### src/sv/spsi_pkg.sv
// ----------------------------------------------------------------------------
// spsi_pkg
// Shared types, constants and codes of the sinc-interpolating sample player.
// ----------------------------------------------------------------------------
package spsi_pkg;

    localparam int WaveDepth  = 65536;
    localparam int WaveAw     = $clog2(WaveDepth);
    localparam int Taps       = 16;
    localparam int Phases     = 256;
    localparam int BaseDepth  = (Phases + 1) * Taps;
    localparam int SlopeDepth = Phases * Taps;
    localparam int CoefAw     = $clog2(BaseDepth);
    localparam int SlopeAw    = $clog2(SlopeDepth);
    localparam int TapAw      = $clog2(Taps);
    localparam int QueueDepth = 4;
    localparam int QueueAw    = $clog2(QueueDepth);

    localparam logic [2:0] FUNC_WR_LEFT  = 3'd0;
    localparam logic [2:0] FUNC_WR_RIGHT = 3'd1;
    localparam logic [2:0] FUNC_WR_BASE  = 3'd2;
    localparam logic [2:0] FUNC_WR_SLOPE = 3'd3;
    localparam logic [2:0] FUNC_PLAY     = 3'd4;

    localparam logic [2:0] REG_LOWER = 3'd0;
    localparam logic [2:0] REG_UPPER = 3'd1;
    localparam logic [2:0] REG_WSIZE = 3'd2;
    localparam logic [2:0] REG_PITCH = 3'd3;
    localparam logic [2:0] REG_MODE  = 3'd4;

    localparam logic [1:0] MODE_NORMAL  = 2'd0;
    localparam logic [1:0] MODE_LOOP    = 2'd1;
    localparam logic [1:0] MODE_BIDIR   = 2'd2;
    localparam logic [1:0] MODE_ONESHOT = 2'd3;

    typedef struct packed {
        logic [2:0]  func;
        logic [15:0] addr;
        logic [15:0] data;
    } in_word_t;

    typedef struct packed {
        logic [31:0] left_sum;
        logic [31:0] right_sum;
        logic        finished;
        logic [15:0] position_out;
    } out_word_t;

    typedef struct packed {
        logic [2:0]  index;
        logic [31:0] value;
    } cfg_word_t;

    typedef struct packed {
        logic [15:0] lower_bound;
        logic [15:0] upper_bound;
        logic [15:0] wave_size;
        logic [31:0] pitch_ratio;
        logic [1:0]  play_mode;
    } cfg_regs_t;

endpackage

### src/sv/spsi_front.sv
// ----------------------------------------------------------------------------
// spsi_front
// Accepts input words, drops unused codes and queues the rest for the engine.
// ----------------------------------------------------------------------------
module spsi_front (
    input  logic                 clk,
    input  logic                 rst_n,
    input  logic                 in_valid,
    output logic                 in_ready,
    input  spsi_pkg::in_word_t   in_word,
    output logic                 q_valid,
    input  logic                 q_take,
    output spsi_pkg::in_word_t   q_word
);
    import spsi_pkg::*;

    in_word_t             buf_reg [QueueDepth];
    logic [QueueAw-1:0]   wp_reg, wp_next, rp_reg, rp_next;
    logic [QueueAw:0]     cnt_reg, cnt_next;
    logic                 push;

    assign in_ready = (cnt_reg != QueueAw'(0) + (QueueAw+1)'(QueueDepth)) ;
    assign push     = in_valid && in_ready && (in_word.func <= FUNC_PLAY);
    assign q_valid  = (cnt_reg != '0);
    assign q_word   = buf_reg[rp_reg];

    always_comb
    begin
        wp_next  = push ? wp_reg + 1'b1 : wp_reg;
        rp_next  = q_take ? rp_reg + 1'b1 : rp_reg;
        cnt_next = cnt_reg + (QueueAw+1)'(push) - (QueueAw+1)'(q_take);
    end

    always_ff @(posedge clk or negedge rst_n)
    begin
        if (!rst_n)
        begin
            wp_reg  <= '0;
            rp_reg  <= '0;
            cnt_reg <= '0;
        end
        else
        begin
            wp_reg  <= wp_next;
            rp_reg  <= rp_next;
            cnt_reg <= cnt_next;
        end
    end

    always_ff @(posedge clk)
    begin
        if (push)
        begin
            buf_reg[wp_reg] <= in_word;
        end
    end
endmodule

### config.mk
export PLATFORM = sky130hd
export DESIGN_NAME = spsi_front
export DESIGN_NICKNAME = d
export VERILOG_FILES = /design/src/sv/spsi_pkg.sv /design/src/sv/spsi_front.sv
export SDC_FILE = /design/constraint.sdc
export NUM_CORES = 1
export LEC_CHECK = 0
export BUFFER_PORTS_ARGS = -buffer_cell sky130_fd_sc_hd__buf_4
export CAP_MARGIN = 20
export CORE_ASPECT_RATIO = 1.25
export CORE_MARGIN = 4
export CORE_UTILIZATION = 25
export CTS_CLUSTER_SIZE = 16
export DETAILED_ROUTE_END_ITERATION = 8
export GPL_ROUTABILITY_DRIVEN = 1
export PLACE_DENSITY = 0.48
export SLEW_MARGIN = 20
export SYNTH_ARGS = -nofsm -noshare
export SYNTH_HDL_FRONTEND = slang
export SYNTH_SLANG_ARGS = --single-unit
### constraint.sdc
create_clock -name clk -period 3.5 [get_ports clk]
set_input_delay 0.35 -clock clk [delete_from_list [all_inputs] [get_ports clk]]
set_output_delay 0.35 -clock clk [all_outputs]
set_load 0.01 [all_outputs]
* Word-level counts from Yosys, hierarchy flattened
Memory sizes are Yosys's and may differ from the RTL's. Index checks and enable logic that the tools add are counted.
Operators by class: add/sub/neg operators 4, multipliers 0, divide/modulo/power cells 0, order comparisons 1, equality and inequality tests 1, shift operators 0, mux-type cells 2, bitwise operators 0, reductions and logical operators 3
Operators with widths (count):
- $add A2 B1 Y2 const B | 2
- $add A3 B1 Y3 | 1
- $le A3 B3 Y1 const B | 1
- $ne A3 B3 Y1 const B | 1
- $reduce_bool A3 Y1 | 1
- $sub A3 B1 Y3 | 1
- $logic_and A1 B1 Y1 | 2
- $mux W1 | 2
Word-level totals: flip-flop bits (word level) 7, bits in latches 0, bits in writable memories 140, ROM bits 0, input port bits 39, word-level logic and storage cells 15, memories kept 1
Memories:
- buf_reg | words 4, width 35, read ports 1, clocked after Yosys merged registers in 0, write ports 1, RTL line spsi_front.sv:17 | in_word_t buf_reg [QueueDepth];

* Longest topological paths before layout
Gate-level depths: netlist of the first run.
word-level depth 5, depth in mapped cells 10

* Least setup slack after synthesis of the first run
OpenSTA, ideal clock, no wires.
kind register to register, start point register cnt_reg[1], end point register cnt_reg[2], setup time 0.123 ns, data arrival time 2.085 ns, setup slack 1.293 ns, stages on the path, launching flop included 11, path buffers 1, clock period less this slack 2.207 ns, cells stage by stage dfrtp_1 > or3b_1 > and3_1 > buf_6 > inv_1 > ha_1 > inv_1 > ha_1 > fa_1 > xnor2_1 > xnor2_1
Between the ends: longest elaborated chain between the ends 5
Ends and longest elaborated chain:
- from (decl) | RTL line spsi_front.sv:19 | logic [QueueAw:0] cnt_reg, cnt_next;
- from (signal assigned) | RTL line spsi_front.sv:46 | cnt_reg <= cnt_next;
- $ne A3 B3 Y1 | RTL line spsi_front.sv:22 | assign in_ready = (cnt_reg != QueueAw'(0) + (QueueAw+1)'(QueueDepth)) ;
- via in_ready | RTL line spsi_front.sv:9 | output logic in_ready,
- $logic_and A1 B1 Y1 (2 in series) | RTL line spsi_front.sv:23 | assign push = in_valid && in_ready && (in_word.func <= FUNC_PLAY);
- $add A3 B1 Y3 | RTL line spsi_front.sv:31 | cnt_next = cnt_reg + (QueueAw+1)'(push) - (QueueAw+1)'(q_take);
- $sub A3 B1 Y3 | RTL line spsi_front.sv:31
- via cnt_next[2] | RTL line spsi_front.sv:19
The timed path passes the listed nets, and every way through them passes these cells. A chain may end at the register's enable or synchronous reset.

==> impl_metrics.tcl, run 1 <==
set metrics [dict create \
    outcome "finished clean" \
    ios 76 \
    tightest_slew_ns 1.055 \
    skew_ns 0.009154 \
    crit_type "reg -> out" \
    critical_path_buf_inv_count 2 \
    internal-power_uw 4239 \
    finalCritPeriodShare_pct 73.76 \
    cts_made_buffers 17 \
    clockPowerShare_pct 32.2 \
    clkSinkCount 147 \
    worstSetupEndpointType "output port" \
    postRouteAntennaNets 0 \
    grt_max_degree 37 \
    hpwl_um 6848 \
    synth-seq-area-share_pct 80.24 \
    synthesis.area_um2 5458 \
    p_per_area_nw_per_um2 826.2 \
    fp-row-count 60 \
    grt_pass1_wl_um 16880 \
    grt_pass1_vias 2823 \
    fin_ws_ns 0.9182 \
    yosysWarnings 0 \
    syn_avg_cell_area_um2 24.92 \
    final-hold-violation-count 0 \
    fin_nets 360 \
    fillers 2084 \
    tns_ns 0 \
    max-cap-violations 0 \
    place.gp.congestion 0.6592 \
    min_period_ns 2.582 \
    ys_types 20 \
    start_util_pct 25.42 \
    syn2layout_area_growth_pct 28.68 \
    cts_tree "built" \
    drt_iter0_markers 103 \
    peakVddDrop_uv 325.2 \
    hp-class "in -> reg" \
    fmax_mhz 387.3 \
    clk_latency_ns 0.41 \
    wirelength_um 10860 \
    syn_inst 219 \
    drc 0 \
    grt_use_total_pct 9.454 \
    setup_viol 0 \
    path_cells "buf_12 -> mux4_2 -> buf_4" \
    synth_area_leader_cell "edfxtp_1" \
    clockBufferDepth 2 \
    io_buffers 75 \
    ys_ff_latch 147 \
    cp_slowest_cell "dfrtp_2" \
    diodes 0 \
    grt-ovfl-total 0 \
    core_um2 21470 \
    combPwrFrac_pct 25.9 \
    dpl_cell_area_um2 6400 \
    worst_path_dominant_cell_family "flip-flops" \
    vias 2496 \
    dieWidth_um 140.2 \
    seqPwrFrac_pct 41.9 \
    dr.pass1.iters 4 \
    syn_nets 265 \
    clk_pin_slew_ns 0.06 \
    required_ns 3.15 \
    p_sw_uw 1564 \
    htree_levels 4 \
    cpPeakStageDelay_ns 0.77 \
    slew_headroom_pct 29.64 \
    wl_per_cell_um 17.95 \
    startpoint_type "flip-flop" \
    netlist_top_cells_area "edfxtp_1 (77%), mux4_2 (14%), dfrtp_1 (3.2%), ha_1 (1.4%), xnor2_1 (0.64%)" \
    avgViaCountPerCell 4.126 \
    netlist.area_leader.share_pct 77.03 \
    cp_max_fo 21 \
    die_area_um2 24270 \
    p_leak_uw 0.002413 \
    die_h_um 173.2 \
    antenna_found_initial 0 \
    drive_above_1_share_pct 48.16 \
    cts-root-buf "clkbuf_16" \
    swShare_pct 26.95 \
    cp.arrival_ns 2.23 \
    holdWs_ns 0.1338 \
    rsz0062_at_grt "no" \
    largest_register_ffs 140 \
    dp_slack_ns 1.138 \
    postLayoutCellArea_um2 7023 \
    finalMaxSlewViolations 0 \
]
power groups by stage:
stage	sequential, uW	combinational, uW	clock, uW
after floorplan	2290	991	0
after global placement	2470	1560	0
after detailed placement	2490	1560	0
after CTS	2450	1570	1920
after global routing	2480	1640	1990
final	2430	1500	1870
path summary, 6_finish.rpt:
check,from,endpoint,slack [ns],depth (start not counted)
max,rp_reg[0],q_word[16],0.92,3
min,in_word[19],buf_reg[0][19],0.13,1
max reg2reg,cnt_reg[2],cnt_reg[2],1.22,9
min reg2reg,cnt_reg[0],cnt_reg[0],0.53,1
max in group asynchronous,rst_n,rp_reg[0],3.07,2
min in group asynchronous,rst_n,cnt_reg[0],0.28,2
synthesized netlist by cell type:
cell      count
mux2_4        1
buf_1         2
xor2_1        1
fa_1          1
and2_1        1
xnor2_1       4
buf_2         4
nand2_1       1
and3_1        1
inv_1         6
and2_2        3
dfrtp_1       7
o21ai_0       1
edfxtp_1    140
buf_4         2
buf_6         1
or3_2         1
mux4_2       35
ha_1          6
or3b_1        1
cells in the final DEF, fill, tap and decap left out:
master / count
nand2_1: 1
dfrtp_2: 2
inv_6: 1
fa_1: 1
clkbuf_16: 17
mux4_2: 35
bufinv_16: 4
dfrtp_1: 5
edfxtp_1: 140
buf_4: 83
and2_2: 4
or3_2: 1
or3b_1: 1
xor2_1: 1
mux2_4: 1
and3_1: 1
o21ai_0: 1
ha_1: 6
clkinvlp_4: 3
buf_12: 1
clkinv_1: 1
xnor2_1: 4
clkinv_4: 2
clkinv_2: 3
inv_1: 6
dlygate4sd3_1: 1
kinds of logic after synthesis:
logic type      count (synthesis)  share of synthesized area, %
buf+inv                        15                         1.398
compound gates                  1                       0.09161
xor+xnor                        5                        0.8023
mux                            36                         14.72
flops                         147                         80.24
simple gates                    8                         1.009
fa+ha+maj                       7                         1.742
per-stage QoR:
stage	total power (uW)	std cells	utilization [%]
after global routing	6119	605	32.71
after detailed placement	4050	573	29.81
final	5802	605	32.71
after CTS	5940	605	32.71
after global placement	4033	573	29.81
after floorplan	3278	219	-
cell type report:
cell class	count	area [um^2]	share of cell area, %
timing repair buffer	85	653.1	9.300
inverter	6	22.52	0.3207
clock inverter	14	187.7	2.672
clock buffer	17	425.4	6.057
tap	279	349.1	4.971
multi-input combinational	57	1003	14.29
sequential	147	4382	62.39
repair_timing:
item | 4_1_cts | 5_1_grt
hold buffers | 1 | 0
resized for setup | 0 | 0
buffers inserted | 0 | 0
endpoints found under the hold margin | 7 | 0
per-layer routing:
metal / up-vias / GRT usage, % / wire length [um]
met5: - / 0 / 0
met2: 60 / 15.71 / 5743
met1: 1320 / 11.16 / 4415
met4: 0 / 3.635 / 132
met3: 10 / 3.430 / 567
li1: 1106 / - / -
Note: power is estimated with default switching activity, not from simulation.
==> run 2: changes to the inputs <==
- ABC_AREA: not set -> 1
- PLACE_DENSITY: 0.48 -> 0.5
- clock period: 3.5 -> 2.3 ns (I/O delays scaled with it)
==> run 2 against run 1 <==
Compared with the run above:
- worst setup slack worse by 0.70 ns
- clock power is 52% higher
- first-iteration DRC count is 50% higher
- critical endpoint is now q_word[30]
- largest power group unchanged
- highest routed layer is now met5
==> impl_metrics.tcl, run 2 <==
set metrics [dict create \
    outcome "finished clean" \
    finalCritPeriodShare_pct 90.66 \
    min_from "in_word[26]" \
    place.gp.congestion 0.7172 \
    diodes 0 \
    synth_fa_ha_area_share_pct 1.693 \
    postLayoutCellArea_um2 7478 \
    r2r-end "cnt_reg[2]" \
    cts_tree "built" \
    final-hold-violation-count 0 \
    slew_headroom_pct 70.35 \
    core_um2 22210 \
    cts-root-buf "clkbuf_16" \
    rsz0062_at_grt "no" \
    worstSetupEndpointType "output port" \
    skew_ns 0.007996 \
    hold_depth 1 \
    finalMaxSlewViolations 0 \
    timing.rr.start "cnt_reg[1]" \
    async_flop_share_pct 4.762 \
    synth_compound_area_share_pct 10.22 \
    hpwl_um 7989 \
    drive_above_1_share_pct 25.49 \
    syn2layout_area_growth_pct 33.15 \
    drt_iter0_markers 155 \
    p_per_area_nw_per_um2 1274 \
    synthSimpleGateAreaFrac_pct 5.881 \
    cp_max_fo 24 \
    syn_inst 382 \
    grt_pass1_wl_um 20240 \
    final_cell_mix "edfxtp_1 (140), buf_4 (88), nor2_1 (71), o21ai_0 (50), o22ai_1 (35)" \
    ys_top_cells_by_count "edfxtp_1 (140), nor2_1 (75), o21ai_0 (50)" \
    grt_max_degree 55 \
    clkSinkCount 147 \
    htree_levels 4 \
    hp-class "in -> reg" \
    ios 76 \
    synth-edff-count 140 \
    netlist_top_cells_area "edfxtp_1 (75%), nor2_1 (5.0%), o21ai_0 (4.5%), o22ai_1 (3.9%), dfrtp_1 (3.1%)" \
    grt_use_total_pct 10.74 \
    vias 3459 \
    stdcell_count 797 \
    post-cts-setup-buffers 0 \
    clk_latency_ns 0.42 \
    mostFrequentLayoutCell "edfxtp_1" \
    wl_per_cell_um 16.22 \
    dieWidth_um 142.1 \
    yosysWarnings 0 \
    syn_nets 428 \
    ys_types 19 \
    max-cap-violations 0 \
    tightest_slew_ns 0.4448 \
    fin_nets 547 \
    synth_top_family_by_area "compound AO/OA/AOI/OAI gates" \
    grt_pass1_vias 3650 \
    clockBufferDepth 2 \
    clk_pin_slew_ns 0.06 \
    crit_type "reg -> out" \
    r2r_slack_ns 0.43 \
    rr_worst_depth 8 \
    dpl_cell_area_um2 6555 \
    p_leak_uw 0.002630 \
    tns_ns 0 \
    muxShareOfSynthArea_pct 0 \
    start_util_pct 25.29 \
    min_period_ns 2.085 \
    place_inst 735 \
    fmax_mhz 479.6 \
    grt-ovfl-total 0 \
    setup_viol 0 \
    ys_ff_latch 147 \
    ys.flop_type "edfxtp_1" \
    syn_avg_cell_area_um2 14.70 \
    peakVddDrop_uv 560.4 \
    postRouteAntennaNets 0 \
    yosysMostFrequentCell "edfxtp_1" \
    antenna_found_initial 1 \
    hold_end "buf_reg[2][26]" \
    synthesis.area_um2 5617 \
    largest_register_ffs 140 \
    synthXorXnorAreaFrac_pct 0.6237 \
    fin_util_pct 33.67 \
    fp-row-count 61 \
    drc 0 \
    synth_area_leader_cell "edfxtp_1" \
    required_ns 2.07 \
    io_buffers 75 \
    startpoint_type "flip-flop" \
    avgViaCountPerCell 4.340 \
    die_h_um 175.6 \
    wirelength_um 12920 \
    cts_made_buffers 17 \
    cp.arrival_ns 1.86 \
    die_area_um2 24940 \
    dr.pass1.iters 4 \
    netlist.area_leader.share_pct 74.85 \
    synth-seq-area-share_pct 77.97 \
]
## run 2: cells by family after synthesis
| group | count (synthesis) |
|---|---|
| compound gates | 106 |
| buf+inv | 33 |
| flops | 147 |
| simple gates | 85 |
| fa+ha+maj | 7 |
| xor+xnor | 4 |
## run 2: worst max-delay path by stage
stage	startpoint	to	slack, ns	cells past startpoint
3_5_place_dp	in_word[33]	cnt_reg[2]	0.39	8
6_report	rp_reg[0]	q_word[30]	0.21	5
2_1_floorplan	cnt_reg[1]	buf_reg[0][0]	-0.38	4
4_1_cts	rp_reg[0]	q_word[0]	0.06	4
5_1_grt	rp_reg[0]	q_word[31]	0.05	5
3_3_place_gp	in_word[33]	cnt_reg[2]	0.43	8
## run 2: routing by layer
metal / global-route usage [%] / vias to the layer above / wire length [um]
met1: 12.60 / 1696 / 5514
met4: 3.960 / 2 / 247
li1: - / 1663 / -
met2: 18.39 / 80 / 6481
met3: 3.350 / 18 / 668
met5: 0 / - / 13
## run 2: worst max-delay path, stage by stage, from the launching register on
cell and delay (ns):
dfrtp_2 0.43, inv_4 0.24, buf_4 0.29, o21ai_0 0.10, o22ai_1 0.21, buf_4 0.17
## run 2: layout make-up
class	instances	area, um^2
clock inverter	15	193.9
inverter	12	47.55
fill	2182	14730
timing repair buffer	121	1012
multi-input combinational	202	1065
sequential	147	4380
tap	283	354.1
clock buffer	17	425.4
## run 2: per-stage QoR
stage	hold slack [ns]	worst slack, ns	total power (uW)
after CTS	0.001406	0.05600	9714
after floorplan	-0.06559	-0.3755	5344
after detailed placement	0.05397	0.3930	6797
after global placement	0.05197	0.4336	6727
after global routing	0.003215	0.05194	10110
final	0.03192	0.2148	9531
## run 2: power by group
part / internal [uW] / leakage [uW] / switching [uW] / total (uW)
clock: 1730 / 0.000293 / 1120 / 2850
sequential: 3340 / 0.00136 / 115 / 3460
combinational: 1290 / 0.000982 / 1930 / 3220
## run 2: what timing repair did
| item | 4_1_cts | 5_1_grt |
|---|---|---|
| hold buffers | 30 | 0 |
| gates resized for setup | 0 | 1 |
| hold endpoints to repair | 117 | 0 |
| endpoints found under the setup margin | 0 | 2 |
==> run 3: changes to the inputs <==
- CORE_MARGIN: 4 -> 2
- RECOVER_POWER: not set -> 100
==> run 3 against run 2 <==
Compared with the run above:
- via count is 0.32% higher
- sequential share of layout area is 2.8 points higher
- die area is 5.0% lower
- utilization is 1.4 points lower
- final cell count is 0.63% lower
- flip-flop and latch count stayed put
- power is 5.8% lower
- routed wire length is 1.8% lower
- register-to-register slack worse by 0.13 ns
- largest cell class unchanged
- clock skew is 0.0015 ns lower
- global-route usage is 0.42 points higher
- clock power is 7.4% lower
==> impl_metrics.tcl, run 3 (same netlist as run 2, synthesis figures left out) <==
set metrics [dict create \
    slew_headroom_pct 63.20 \
    mostFrequentLayoutCell "edfxtp_1" \
    fp-row-count 61 \
    drive_above_1_share_pct 12.18 \
    tightest_slew_ns 0.5520 \
    rsz0062_at_grt "no" \
    diodes 0 \
    cp.arrival_ns 1.87 \
    worst_path_dominant_cell_family "buffers and inverters" \
    dpl_cell_area_um2 6553 \
    vias 3470 \
    hp-class "in -> reg" \
    grt-ovfl-total 0 \
    io_buffers 75 \
    grt_max_degree 73 \
    start_util_pct 25.38 \
    final-hold-violation-count 0 \
    postLayoutCellArea_um2 7132 \
    grt_use_met3_pct 3.424 \
    avgViaCountPerCell 4.381 \
    largest_register_ffs 140 \
    ios 76 \
    startpoint_type "flip-flop" \
    hpwl_um 7654 \
    critical_path_buf_inv_count 3 \
    dr.pass1.iters 4 \
    p_leak_uw 0.002349 \
    syn2layout_area_growth_pct 26.98 \
    antenna_found_initial 0 \
    grt_use_total_pct 11.17 \
    r2r_slack_ns 0.30 \
    ctsResizeCount 0 \
    top_usage_layer "met2" \
    grtUsageMet1_pct 13.39 \
    required_ns 2.07 \
    clk_pin_slew_ns 0.06 \
    clk_latency_ns 0.42 \
    cts-root-buf "clkbuf_16" \
    cp_slowest_cell "dfrtp_1" \
    fin_nets 542 \
    holdWs_ns 0.04164 \
    fmax_mhz 475.7 \
    postRouteAntennaNets 0 \
    peakVddDrop_uv 502.7 \
    core_um2 22130 \
    cts_tree "built" \
    die_area_um2 23690 \
    use_met2_pct 18.92 \
    grt_pass1_vias 3585 \
    clockBufferDepth 2 \
    finalCritPeriodShare_pct 91.40 \
    dieWidth_um 138.1 \
    min_period_ns 2.102 \
    final_cell_mix "edfxtp_1 (140), nor2_1 (71), clkbuf_1 (66), o21ai_0 (51), o22ai_1 (35)" \
    drc 0 \
    finalMaxSlewViolations 0 \
    fillers 2265 \
    place.gp.congestion 0.7299 \
    path_cells "inv_4 -> buf_12 -> o21ai_0 -> o22ai_1 -> clkbuf_1" \
    drt_iter0_markers 193 \
    skew_ns 0.006489 \
    cpPeakStageDelay_ns 0.43 \
    wl_per_cell_um 16.03 \
    max-cap-violations 0 \
    worstSetupEndpointType "output port" \
    p_per_area_nw_per_um2 1259 \
    outcome "finished clean" \
    cp_max_fo 36 \
    wirelength_um 12690 \
    setup_viol 0 \
    clkSinkCount 147 \
    fin_util_pct 32.22 \
    crit_type "reg -> out" \
    stdcell_count 792 \
    cts_made_buffers 17 \
    die_h_um 171.6 \
    place_inst 733 \
    grt_pass1_wl_um 19980 \
    htree_levels 4 \
]
[run 3: layout make-up]
class | instances | area (um^2) | area share, %
Clock inverter | 15 | 145.1 | 2.035
Sequential cell | 147 | 4379 | 61.40
Tap cell | 283 | 354.1 | 4.965
Clock buffer | 17 | 425.4 | 5.965
Inverter | 12 | 47.55 | 0.6667
Timing Repair Buffer | 116 | 715.7 | 10.04
Multi-Input combinational cell | 202 | 1065 | 14.93
[run 3: timing repair]
item	in CTS	in global routing
hold buffers	27	0
endpoints found under the hold margin	99	0
buffers inserted	0	0
[run 3: path summary, 6_finish.rpt]
| check | from | end | depth (start not counted) |
|---|---|---|---|
| min reg2reg | cnt_reg[0] | cnt_reg[0] | 1 |
| max | rp_reg[0] | q_word[22] | 5 |
| min in group asynchronous | rst_n | cnt_reg[2] | 2 |
| min | q_take | rp_reg[0] | 2 |
| max reg2reg | cnt_reg[1] | buf_reg[0][15] | 6 |
| max in group asynchronous | rst_n | rp_reg[1] | 2 |
[run 3: metal layers]
| metal | vias up | part of all wire [%] |
|---|---|---|
| met1 | 1727 | 44 |
| met4 | 0 | 1.5 |
| met5 | - | 0 |
| met3 | 14 | 3.9 |
| li1 | 1659 | - |
| met2 | 70 | 50 |
[run 3: power by group]
group / total [uW] / internal [uW] / switching [uW]
clock network: 2640 / 1510 / 1120
registers: 3460 / 3340 / 116
logic: 2880 / 965 / 1920
[run 3: stage by stage]
step,TNS [ns],setup slack [ns],power (uW)
6_report,0,0.1979,8976
5_1_grt,0,0.03793,9553
4_1_cts,0,0.1374,9508
3_3_place_gp,0,0.4520,6740
3_5_place_dp,0,0.4026,6804
2_1_floorplan,-52.57,-0.3755,5344
[run 3: worst reg2reg max path, cell delays in order, from the launching register on]
cell and delay, ns:
dfrtp_1 0.41, nor2_1 0.15, nand2_1 0.15, nand3_2 0.11
clkbuf_1 0.44, nor2_4 0.05, clkbuf_4 0.34
